## src/hw/rtl/mqsb_pkg.sv

```systemverilog
package mqsb_pkg;

    // Sizing of the shared store
    localparam int SLOTS      = 16;
    localparam int QUEUES     = 4;
    localparam int DATA_WIDTH = 32;

    // Slot index, pointer (one extra code for null) and queue index widths
    localparam int SLOT_W = $clog2(SLOTS);
    localparam int PTR_W  = $clog2(SLOTS + 1);
    localparam int QIDX_W = (QUEUES > 1) ? $clog2(QUEUES) : 1;

    localparam logic [PTR_W-1:0] NULL_PTR = PTR_W'(SLOTS);

    // Command codes
    localparam logic CMD_ENQ = 1'b0;
    localparam logic CMD_DEQ = 1'b1;

    // Status codes
    localparam logic [1:0] ST_OK    = 2'd0;
    localparam logic [1:0] ST_FULL  = 2'd1;
    localparam logic [1:0] ST_EMPTY = 2'd2;

    typedef struct packed {
        logic               command;
        logic [1:0]         queue_id;
        logic signed [31:0] value;
    } in_word_t;

    typedef struct packed {
        logic [1:0]         status;
        logic signed [31:0] read_value;
    } out_word_t;

    // Controller to datapath commands
    typedef struct packed {
        logic start;     // word accepted: update pointers, access data store
        logic load_out;  // capture the result into the output register
    } dp_cmd_t;

    // A pointer names a slot when it is below the null code
    function automatic logic is_slot(input logic [PTR_W-1:0] ptr);
        return ptr < NULL_PTR;
    endfunction

endpackage

```

## src/hw/rtl/mqsb_ram.sv

```systemverilog
module mqsb_ram #(
    parameter int WIDTH = 32,
    parameter int DEPTH = 16
) (
    input  logic                     aclk,
    input  logic                     we,
    input  logic [$clog2(DEPTH)-1:0] waddr,
    input  logic [WIDTH-1:0]         wdata,
    input  logic                     re,
    input  logic [$clog2(DEPTH)-1:0] raddr,
    output logic [WIDTH-1:0]         rdata
);

    logic [WIDTH-1:0] mem [DEPTH];

    // One write port, one registered read port
    always_ff @(posedge aclk) begin
        if (we) begin
            mem[waddr] <= wdata;
        end
        if (re) begin
            rdata <= mem[raddr];
        end
    end

endmodule

```

## src/hw/rtl/mqsb_ctrl.sv

```systemverilog
module mqsb_ctrl (
    input  logic             aclk,
    input  logic             aresetn,
    input  logic             s_valid,
    output logic             s_ready,
    output logic             m_valid,
    input  logic             m_ready,
    output mqsb_pkg::dp_cmd_t cmd
);

    import mqsb_pkg::*;

    localparam logic ST_IDLE = 1'b0;
    localparam logic ST_READ = 1'b1;

    logic state_reg;
    logic state_next;
    logic m_valid_reg;
    logic m_valid_next;
    logic start;
    logic load;

    // Take a word only between operations
    assign s_ready = (state_reg == ST_IDLE);
    assign start   = s_valid && s_ready;
    // Result moves out once the output register is free or being drained
    assign load    = (state_reg == ST_READ) && (!m_valid_reg || m_ready);

    assign cmd.start    = start;
    assign cmd.load_out = load;
    assign m_valid      = m_valid_reg;

    // Next state
    always_comb begin
        state_next = state_reg;
        case (state_reg)
            ST_IDLE: begin
                if (start) begin
                    state_next = ST_READ;
                end
            end
            ST_READ: begin
                if (load) begin
                    state_next = ST_IDLE;
                end
            end
            default: state_next = ST_IDLE;
        endcase
    end

    // Output valid
    always_comb begin
        m_valid_next = m_valid_reg;
        if (load) begin
            m_valid_next = 1'b1;
        end else if (m_ready) begin
            m_valid_next = 1'b0;
        end
    end

    always_ff @(posedge aclk) begin
        if (!aresetn) begin
            state_reg   <= ST_IDLE;
            m_valid_reg <= 1'b0;
        end else begin
            state_reg   <= state_next;
            m_valid_reg <= m_valid_next;
        end
    end

endmodule

```

## src/hw/rtl/mqsb_datapath.sv

```systemverilog
module mqsb_datapath (
    input  logic              aclk,
    input  logic              aresetn,
    input  mqsb_pkg::dp_cmd_t cmd,
    input  mqsb_pkg::in_word_t s_word,
    output mqsb_pkg::out_word_t m_word
);

    import mqsb_pkg::*;

    logic [PTR_W-1:0] link_reg [SLOTS];
    logic [PTR_W-1:0] link_next [SLOTS];
    logic [PTR_W-1:0] head_reg [QUEUES];
    logic [PTR_W-1:0] head_next [QUEUES];
    logic [PTR_W-1:0] tail_reg [QUEUES];
    logic [PTR_W-1:0] tail_next [QUEUES];
    logic [PTR_W-1:0] free_head_reg;
    logic [PTR_W-1:0] free_head_next;

    logic [1:0]       status_reg;
    logic [1:0]       status_next;
    logic             deq_ok_reg;
    out_word_t        out_reg;

    logic [QIDX_W-1:0] qidx;
    logic              q_ok;
    logic [PTR_W-1:0]  head_cur;
    logic [PTR_W-1:0]  tail_cur;
    logic [PTR_W-1:0]  head_link;
    logic [PTR_W-1:0]  free_link;
    logic              enq_ok;
    logic              deq_ok;

    logic                  ram_we;
    logic                  ram_re;
    logic [SLOT_W-1:0]     ram_waddr;
    logic [SLOT_W-1:0]     ram_raddr;
    logic [DATA_WIDTH-1:0] ram_wdata;
    logic [DATA_WIDTH-1:0] ram_rdata;
    logic signed [DATA_WIDTH-1:0] rdata_s;

    // Decode the addressed queue and the pointers it touches
    assign qidx      = QIDX_W'(s_word.queue_id);
    assign q_ok      = 32'(s_word.queue_id) < QUEUES;
    assign head_cur  = head_reg[qidx];
    assign tail_cur  = tail_reg[qidx];
    assign head_link = link_reg[head_cur[SLOT_W-1:0]];
    assign free_link = link_reg[free_head_reg[SLOT_W-1:0]];

    assign enq_ok = (s_word.command == CMD_ENQ) && q_ok && is_slot(free_head_reg);
    assign deq_ok = (s_word.command == CMD_DEQ) && q_ok && is_slot(head_cur);

    // Pointer and link updates, all in the accept cycle
    always_comb begin
        link_next      = link_reg;
        head_next      = head_reg;
        tail_next      = tail_reg;
        free_head_next = free_head_reg;
        status_next    = (s_word.command == CMD_ENQ) ? ST_FULL : ST_EMPTY;
        if (cmd.start && enq_ok) begin
            free_head_next = free_link;
            if (!is_slot(head_cur)) begin
                head_next[qidx] = free_head_reg;
            end else if (is_slot(tail_cur)) begin
                link_next[tail_cur[SLOT_W-1:0]] = free_head_reg;
            end
            tail_next[qidx] = free_head_reg;
            link_next[free_head_reg[SLOT_W-1:0]] = NULL_PTR;
            status_next = ST_OK;
        end else if (cmd.start && deq_ok) begin
            head_next[qidx] = is_slot(head_link) ? head_link : NULL_PTR;
            if (!is_slot(head_link)) begin
                tail_next[qidx] = NULL_PTR;
            end
            link_next[head_cur[SLOT_W-1:0]] = free_head_reg;
            free_head_next = head_cur;
            status_next = ST_OK;
        end
    end

    // Data store: enqueue writes, dequeue reads the head slot
    assign ram_we    = cmd.start && enq_ok;
    assign ram_waddr = free_head_reg[SLOT_W-1:0];
    assign ram_wdata = DATA_WIDTH'(s_word.value);
    assign ram_re    = cmd.start && deq_ok;
    assign ram_raddr = head_cur[SLOT_W-1:0];

    mqsb_ram #(
        .WIDTH(DATA_WIDTH),
        .DEPTH(SLOTS)
    ) u_data_ram (
        .aclk  (aclk),
        .we    (ram_we),
        .waddr (ram_waddr),
        .wdata (ram_wdata),
        .re    (ram_re),
        .raddr (ram_raddr),
        .rdata (ram_rdata)
    );

    // Free list chains every slot at reset; all queues empty
    always_ff @(posedge aclk) begin
        if (!aresetn) begin
            for (int i = 0; i < SLOTS; i++) begin
                link_reg[i] <= PTR_W'(i + 1);
            end
            for (int i = 0; i < QUEUES; i++) begin
                head_reg[i] <= NULL_PTR;
                tail_reg[i] <= NULL_PTR;
            end
            free_head_reg <= '0;
        end else begin
            link_reg      <= link_next;
            head_reg      <= head_next;
            tail_reg      <= tail_next;
            free_head_reg <= free_head_next;
        end
    end

    // Per-operation result bits, held until the output register takes them
    always_ff @(posedge aclk) begin
        if (cmd.start) begin
            status_reg <= status_next;
            deq_ok_reg <= deq_ok;
        end
    end

    // Output register
    assign rdata_s = ram_rdata;

    always_ff @(posedge aclk) begin
        if (cmd.load_out) begin
            out_reg.status     <= status_reg;
            out_reg.read_value <= deq_ok_reg ? 32'(rdata_s) : 32'sd0;
        end
    end

    assign m_word = out_reg;

endmodule

```

## src/hw/rtl/multi_queue_shared_buffer_core.sv

```systemverilog
// Several FIFO queues sharing one slot store through per-slot links and a
// single free list.
// Input channel (s_valid/s_ready/s_word): one command word per operation,
//   enqueue of value into queue_id, or dequeue from queue_id.
// Result channel (m_valid/m_ready/m_word): exactly one word per command,
//   status ok/full/empty and the dequeued value (0 when none).
// Each command: the accepting edge updates the pointers and registers the
//   store read; in ST_READ, with s_ready low, the result moves into the
//   output register, raising m_valid, once that register is free or being drained.
// The output register lets the next command in while a result waits; if
//   the receiver stalls longer, s_ready stays low after that command until
//   its result can move into the output register. Nothing is dropped.
// Reset (aresetn, synchronous, active low): all queues empty, every slot on
//   the free list in order, no result pending. The store contents are not
//   cleared; only slots written by an enqueue are ever read back.
module multi_queue_shared_buffer_core (
    input  logic                aclk,
    input  logic                aresetn,
    input  logic                s_valid,
    output logic                s_ready,
    input  mqsb_pkg::in_word_t  s_word,
    output logic                m_valid,
    input  logic                m_ready,
    output mqsb_pkg::out_word_t m_word
);

    import mqsb_pkg::*;

    dp_cmd_t cmd;

    mqsb_ctrl u_ctrl (
        .aclk    (aclk),
        .aresetn (aresetn),
        .s_valid (s_valid),
        .s_ready (s_ready),
        .m_valid (m_valid),
        .m_ready (m_ready),
        .cmd     (cmd)
    );

    mqsb_datapath u_datapath (
        .aclk    (aclk),
        .aresetn (aresetn),
        .cmd     (cmd),
        .s_word  (s_word),
        .m_word  (m_word)
    );

endmodule

```

## config.mk

```make
export PLATFORM = sky130hd
export DESIGN_NAME = multi_queue_shared_buffer_core
export DESIGN_NICKNAME = d
export VERILOG_FILES = /design/src/hw/rtl/mqsb_pkg.sv /design/src/hw/rtl/mqsb_ram.sv /design/src/hw/rtl/mqsb_ctrl.sv /design/src/hw/rtl/mqsb_datapath.sv /design/src/hw/rtl/multi_queue_shared_buffer_core.sv
export SDC_FILE = /design/constraint.sdc
export NUM_CORES = 1
export LEC_CHECK = 0
export ABC_AREA = 1
export BUFFER_PORTS_ARGS = -buffer_cell sky130_fd_sc_hd__buf_2
export CORE_MARGIN = 10
export CORE_UTILIZATION = 45
export DETAILED_ROUTE_END_ITERATION = 16
export PLACE_DENSITY_LB_ADDON = 0.1
export SETUP_SLACK_MARGIN = 0.2
export SLEW_MARGIN = 25
export SYNTH_ARGS = -nofsm -noshare
export SYNTH_HDL_FRONTEND = slang
export SYNTH_SLANG_ARGS = --single-unit
```

## constraint.sdc

```tcl
create_clock -name aclk -period 5.5 [get_ports aclk]
set_input_delay 0.275 -clock aclk [delete_from_list [all_inputs] [get_ports aclk]]
set_output_delay 0.275 -clock aclk [all_outputs]
set_load 0.01 [all_outputs]
```

# Word-level counts from Yosys, hierarchy flattened
# Memories as Yosys holds them, arrays and structs flattened. A register that Yosys moved wholly into a read port is not among the register bits.
# Cells that the tools add are included.
dict set report op_classes {
  mux 47
  shifts 0
  n_mul 0
  div 0
  add_sub_neg 0
  n_lt_le_gt_ge 12
  n_eq_ne 2
  bitwise 12
  n_reduce_logical 17
}
# operator count
set op_table {}
lappend op_table {{$mux W80} 5}
lappend op_table {{$bwmux W80} 2}
lappend op_table {{$mux W20} 6}
lappend op_table {{$mux W5} 15}
lappend op_table {{$and A64 B64 Y64} 1}
lappend op_table {{$not A64 Y64} 1}
lappend op_table {{$bwmux W20} 3}
lappend op_table {{$demux W5 S4} 3}
lappend op_table {{$bmux W5 S4} 2}
lappend op_table {{$bmux W5 S2} 2}
lappend op_table {{$lt A5 B5 Y1 const B} 4}
lappend op_table {{$and A16 B16 Y16} 1}
lappend op_table {{$not A16 Y16} 1}
lappend op_table {{$or A16 B16 Y16} 1}
lappend op_table {{$ge A5 B5 Y1 const B} 3}
lappend op_table {{$lt A5 B1 Y1 const B} 3}
lappend op_table {{$not A4 Y5} 3}
lappend op_table {{$demux W5 S2} 1}
lappend op_table {{$logic_and A1 B1 Y1} 10}
lappend op_table {{$mux W1} 6}
lappend op_table {{$or A4 B4 Y4} 1}
lappend op_table {{$reduce_and A2 Y1} 2}
lappend op_table {{$reduce_bool A2 Y1} 2}
lappend op_table {{$ge A3 B3 Y1 const B} 1}
lappend op_table {{other kinds (10)} 11}
dict set report totals {
  input_bits 39
  latch_bits 0
  reg_bits 164
  output_inout_bits 36
  ramBits 512
  memories 1
  romBits 0
}
# memory words width read_ports rd_clocked_by_memory_dff wr line_no
set mem_list {}
lappend mem_list {u_datapath.u_data_ram.mem 16 32 1 1 1 mqsb_ram.sv:14} ;# logic [WIDTH-1:0] mem [DEPTH];

# Longest topological paths before layout
dict set report logic_depth {
  word_depth 15
  mapped_depth 18
  ltp_nobuf 17
}

# Modules after synthesis
# From an unflattened synthesis, not the netlist that was laid out.
dict set report hier_totals {
  cells_unflattened 3614
  area_unflattened_um2 32658.8
}
# module area_per_inst_um2 cells_per_inst instances
set by_module_without_submodules {}
lappend by_module_without_submodules {mqsb_ram 23064.6 2120 1}
lappend by_module_without_submodules {mqsb_datapath 9495.4 1481 1}
lappend by_module_without_submodules {mqsb_ctrl 98.8 13 1}

# Worst setup path after synthesis
# OpenSTA, ideal clock, no wires.
dict set report synth_path {
  path_kind {register to register}
  start {reg u_ctrl.state_reg}
  end {reg u_datapath.link_reg[0] (netlist bit)}
  required_time_ns 5.382
  path_slack_ns 1.126
  t_arrival_ns 4.256
  period_less_slack_ns 4.374
  path_buffers 2
  stages_incl_launch_ff 11
  path_cell_list {dfxtp_1 > nor2_1 > inv_1 > nor3_4 > inv_1 > clkbuf_1 > buf_2 > nor3_1 > nor2_1 > o21ai_1 > nor2_1}
}
dict set report synth_via {
  elab_chain_cells 4
  elab_cells_between_ends 6
}
# item line_no
set synth_rtl {}
lappend synth_rtl {{start: declaration} mqsb_ctrl.sv:16} ;# logic state_reg;
lappend synth_rtl {{start signal: assignment} mqsb_ctrl.sv:66} ;# state_reg <= state_next;
lappend synth_rtl {{$not A1 Y1 *} mqsb_ctrl.sv:24} ;# assign s_ready = (state_reg == ST_IDLE);
lappend synth_rtl {{$logic_and A1 B1 Y1 *} mqsb_ctrl.sv:25} ;# assign start = s_valid && s_ready;
lappend synth_rtl {{via u_ctrl.start} mqsb_ctrl.sv:20} ;# logic start;
lappend synth_rtl {{$logic_and A1 B1 Y1, on equally long branches} {mqsb_datapath.sv:60, mqsb_datapath.sv:70}}
lappend synth_rtl {{$mux W80 / $reduce_bool A2 Y1 (equally long branches)} -}
lappend synth_rtl {{end signal: indexed assignment} mqsb_datapath.sv:105} ;# link_reg[i] <= PTR_W'(i + 1);
lappend synth_rtl {{end signal: assignment} mqsb_datapath.sv:113} ;# link_reg <= link_next;
lappend synth_rtl {{end: declaration} mqsb_datapath.sv:11} ;# logic [PTR_W-1:0] link_reg [SLOTS];
# The timed path passes the listed nets; every way through them passes the cells marked *.
# A chain may end at the register's enable or synchronous reset.

# Worst setup path after layout
dict set report layout_path {
  start {reg u_datapath.free_head_reg[0]}
  end {mem u_datapath.u_data_ram.mem[13][6] (enable)}
}
dict set report layout_via {
  elab_chain_cells 5
}
# item line_no
set layout_rtl {}
lappend layout_rtl {{start: declaration} mqsb_datapath.sv:17} ;# logic [PTR_W-1:0] free_head_reg;
lappend layout_rtl {{start signal: assignment} mqsb_datapath.sv:116} ;# free_head_reg <= free_head_next;
lappend layout_rtl {{$lt A5 B5 Y1} mqsb_pkg.sv:43} ;# return ptr < NULL_PTR;
lappend layout_rtl {{$logic_and A1 B1 Y1} mqsb_datapath.sv:50} ;# assign enq_ok = (s_word.command == CMD_ENQ) && q_ok && is_slot(free_head_reg);
lappend layout_rtl {{$logic_and A1 B1 Y1} mqsb_datapath.sv:82} ;# assign ram_we = cmd.start && enq_ok;
lappend layout_rtl {{$mux W1} mqsb_ram.sv:18} ;# if (we) begin
lappend layout_rtl {{$mux W1 (not written as such)} mqsb_ram.sv:19} ;# mem[waddr] <= wdata;
lappend layout_rtl {{end: declaration} mqsb_ram.sv:14}
# Several ways; a longest one is shown, not always the timed one.

==> flow_results.org <==
** Run status
- The run finished with clean final reports.

** STA
- Setup repair after global routing left no endpoint under its margin.
- Time the worst path needs with I/O delays and setup :: 3520 ps
- Achievable Freq :: 284 MHz
- Number of hold violations in the final report :: 0
- Actual transition at the worst max-transition pin :: 1010 ps
- Setup TNS :: 0 ps
- Post-route clock skew :: 25.9 ps
- Of the available clock period, the critical path in the final layout requires 64.1%.
- The max-slew violation total from the final report came to 0.
- Setup violations remaining at the end of the flow were counted as 0.
- Relative slew margins :: 32.7%

** Cells and area
- Synthesis-to-finish area growth :: 13.4%
- The layout has 5786 filler cells.
- The register with the most flip-flops in the layout has 512 of them.
- After the last flow step, the layout net total stands at 2804.
- Share of post-route cells with drive strength above 1 :: 11.7%
- With fillers left out, the area of the finished cells amounts to 33700 sq um.
- For this run, the number of standard cells in the final layout without fillers is 3695.
- The library cell used most frequently in the layout, excluding fill and tap cells, is sky130_fd_sc_hd__nand2_1.
- Most used cells in the layout excluding fill and tap cells :: 647 x sky130_fd_sc_hd__nand2_1, 581 x sky130_fd_sc_hd__edfxtp_1, 264 x sky130_fd_sc_hd__a22oi_1

** Setup path
- Endpoint type of the worst setup path :: flop
- The worst setup path is launched from a flop.
- Largest fanout on the critical path :: 32
- Critical path class :: reg2reg
- Cell depth of the worst flop-to-flop path :: 7
- Data arrival time at the worst-slack endpoint :: 3770 ps
- Required time at the worst-slack endpoint :: 5740 ps

** Synthesis
- Synthesized area per cell :: 11.1 sq um
- Summing the sequential cell areas from Yosys gives 67.2% of the chip area.
- Count of flip-flops with a built-in enable after synthesis :: 581
- Post-synth net total :: 2720
- Proportion of synthesized flip-flops having asynchronous set or reset :: 0%
- Cell count after synthesis :: 2681
- The synthesized design spends more area on one cell type than any other, namely sky130_fd_sc_hd__edfxtp_1.
- Most used flip-flop cell after synthesis :: sky130_fd_sc_hd__edfxtp_1
- Cell area after synthesis :: 29700 sq um
- Total number of yosys warnings :: 0
- Sorting the synthesized cells by area gives the leading types as sky130_fd_sc_hd__edfxtp_1 59%, sky130_fd_sc_hd__dfxtp_1 8.5%, sky130_fd_sc_hd__nand2_1 8.2%, sky130_fd_sc_hd__a22oi_1 6.7%, sky130_fd_sc_hd__inv_1 2.6%.
- Proportion of netlist area held by the largest area contributor :: 58.7%
- The netlist uses 46 different library cells.
- The synthesized design contains 708 register bits.

** Power
- The clock network burns 42.8% of the power.
- The share of total power dissipated in sequential elements is 49.7%.
- Summed over all cells, the static leakage comes to 0.0126 uW.
- Power spread over the standard cell area amounts to 355 nW/um^2.
- Maximum vdd ir drop :: 0.270 mV
- Summed over all nets, the switching power comes to 2840 uW.
- Part of the power in combinational logic :: 7.5%
- Switching power as a share of total power :: 23.7%
- Power Internal :: 9130 uW

** CTS
- CTS-repair resized insts :: 0
- Clk Latency, worst-skew pair :: 630 ps
- After clock tree synthesis, the clock-pin slew on the worst setup and hold paths is 60 ps.
- The clock passes through at most 3 buffers.
- TritonCTS built the clock tree.
- Number of clock sinks :: 708
- Counting the buffers created by CTS gives 77.
- The tree is rooted in a sky130_fd_sc_hd__clkbuf_16.
- The H-tree was split into 3 levels.

** Place
- Placer's final routability congestion estimate :: 0.930
- Summing all placed instances gives a cell area of 31100 sq um.
- Input/output buffers :: 74
- Once placement completed, the tool counted placed cells totaling 3533.
- Detailed placement HPWL :: 49900 microns

** GRT
- Global routing consumed, over all layers together, 22.2% of the routing resources.
- Global-route wire length before repair :: 130000 microns
- Vias in the first global route :: 20200
- Remaining global-route overflow :: 0
- Number of antenna violations at the first check in global routing :: 6
- Maximum number of pins on one net before global-route repair :: 90

** Detailed routing
- Met2 routed wirelength :: 40100 microns
- After detailed routing, no signal wire sits above met5.
- The first detailed-routing pass ran for 6 iterations.
- Via-per-instance ratio :: 5.72
- After detailed routing, the average wire length per cell comes to 23.8 microns.
- Routed wire length on met3 :: 7480 microns
- Remaining design rule violation count :: 0
- After detailed routing, the wire length on met1 is 37900 microns.
- The detail route stage leaves a number of antenna-violating nets equal to 0.
- Overall via count from detail_route :: 21100
- For this block, the routed nets add up to 87900 microns of wire.
- After the first detailed-routing iteration, the DRC count stood at 2161.

** Floorplan
- From bottom edge to top edge, the die measures 277 microns.
- Initial standard-cell utilization of the core :: 45.3%
- The floorplan step defined a die boundary enclosing 76800 sq um.
- Std-Cell Rows :: 94
- Die boundary width :: 277 microns
- Count of pins on the block boundary :: 75
- The total area inside the core boundary comes to 65600 sq um.

** Job
- Max-cap viol count :: 0

** Worst hold path
- Worst hold path cell count :: 1
- In this run the worst hold path is classified as in2reg.
==> cell type report <==
| type | instances | area [sq um] | area share (%) |
|---|---|---|---|
| flip-flops and latches | 708 | 20000 | 59.3 |
| multi-input cells | 1615 | 8340 | 24.7 |
| clock buffers | 99 | 2050 | 6.08 |
| well taps | 864 | 1080 | 3.20 |
| repair buffers | 139 | 963 | 2.86 |
| inverters | 224 | 851 | 2.52 |
| clock inverters | 45 | 455 | 1.35 |
| diodes | 1 | 2.50 | 0.00742 |
==> cells in the mapped netlist (7+ instances only) <==
cell type / n
sky130_fd_sc_hd__o21ai_0: 126
sky130_fd_sc_hd__a22oi_1: 264
sky130_fd_sc_hd__buf_6: 13
sky130_fd_sc_hd__inv_1: 206
sky130_fd_sc_hd__nor2_1: 169
sky130_fd_sc_hd__buf_4: 7
sky130_fd_sc_hd__inv_2: 15
sky130_fd_sc_hd__edfxtp_1: 581
sky130_fd_sc_hd__a21oi_1: 76
sky130_fd_sc_hd__o22ai_1: 40
sky130_fd_sc_hd__buf_2: 55
sky130_fd_sc_hd__dfxtp_1: 127
sky130_fd_sc_hd__nand2_1: 647
sky130_fd_sc_hd__buf_1: 8
sky130_fd_sc_hd__nor2_2: 15
sky130_fd_sc_hd__nor3_1: 22
sky130_fd_sc_hd__nand3_1: 114
sky130_fd_sc_hd__nand2_2: 10
sky130_fd_sc_hd__clkbuf_1: 50
sky130_fd_sc_hd__o21ai_1: 25
sky130_fd_sc_hd__nand4_1: 34
sky130_fd_sc_hd__o21a_1: 7
==> metal layers <==
layer / global-route usage (%) / up-vias
li1: - / 9724
met1: 30.2 / 10300
met2: 34.9 / 895
met3: 4.42 / 154
met4: 7.41 / 6
met5: 0 / -
==> power by group through the flow <==
stage / Combinational [uW] / Clock [uW] / Sequential, uW
2_1_floorplan: 544 / 0 / 6060
3_3_place_gp: 867 / 0 / 6060
3_5_place_dp: 874 / 0 / 6070
4_1_cts: 886 / 5230 / 5950
5_1_grt: 981 / 5450 / 5960
6_report: 894 / 5130 / 5950
==> cells by family after synthesis <==
family | count (synthesis) | synth area share (%)
simple gates | 1037 | 14.9
flops | 708 | 67.2
compound gates | 578 | 12.6
buf+inv | 358 | 5.23
==> worst paths after layout <==
path | start | to | slack [ps]
hold / removal | s_word[16] | u_datapath.u_data_ram.mem[2][16] | 30
setup reg to reg | u_datapath.free_head_reg[0] | u_datapath.u_data_ram.mem[13][6] | 1980
hold reg to reg | u_datapath.status_reg[1] | u_datapath.m_word[33] | 430
setup / recovery | u_datapath.free_head_reg[0] | u_datapath.u_data_ram.mem[13][6] | 1980
==> through the flow <==
stage               total power [uW]  hold slack [ps]  worst slack [ps]  util, %
floorplan                       6600              374              1130        -
global placement                6930              403              1830     47.3
detailed placement              6940              418              1830     47.3
CTS                            12100             3.61              2140     51.4
global route                   12400             29.0              1880     51.4
finish                         12000             32.8              1980     51.4
==> timing repair <==
action                     CTS  global route
hold buffers                17             0
buffers inserted             0             0
setup endpoints to repair    0             0
hold endpoints to repair   142             0
==> critical path: stages, from the launching register on <==
cell and delay [ps]:
sky130_fd_sc_hd__dfxtp_1 650, sky130_fd_sc_hd__clkinv_1 170, sky130_fd_sc_hd__nor2_1 750, sky130_fd_sc_hd__inv_1 490, sky130_fd_sc_hd__nor2_1 250, sky130_fd_sc_hd__inv_1 120, sky130_fd_sc_hd__nor2_4 120, sky130_fd_sc_hd__buf_4 560
No activity file was read; power rests on OpenSTA's default activity.
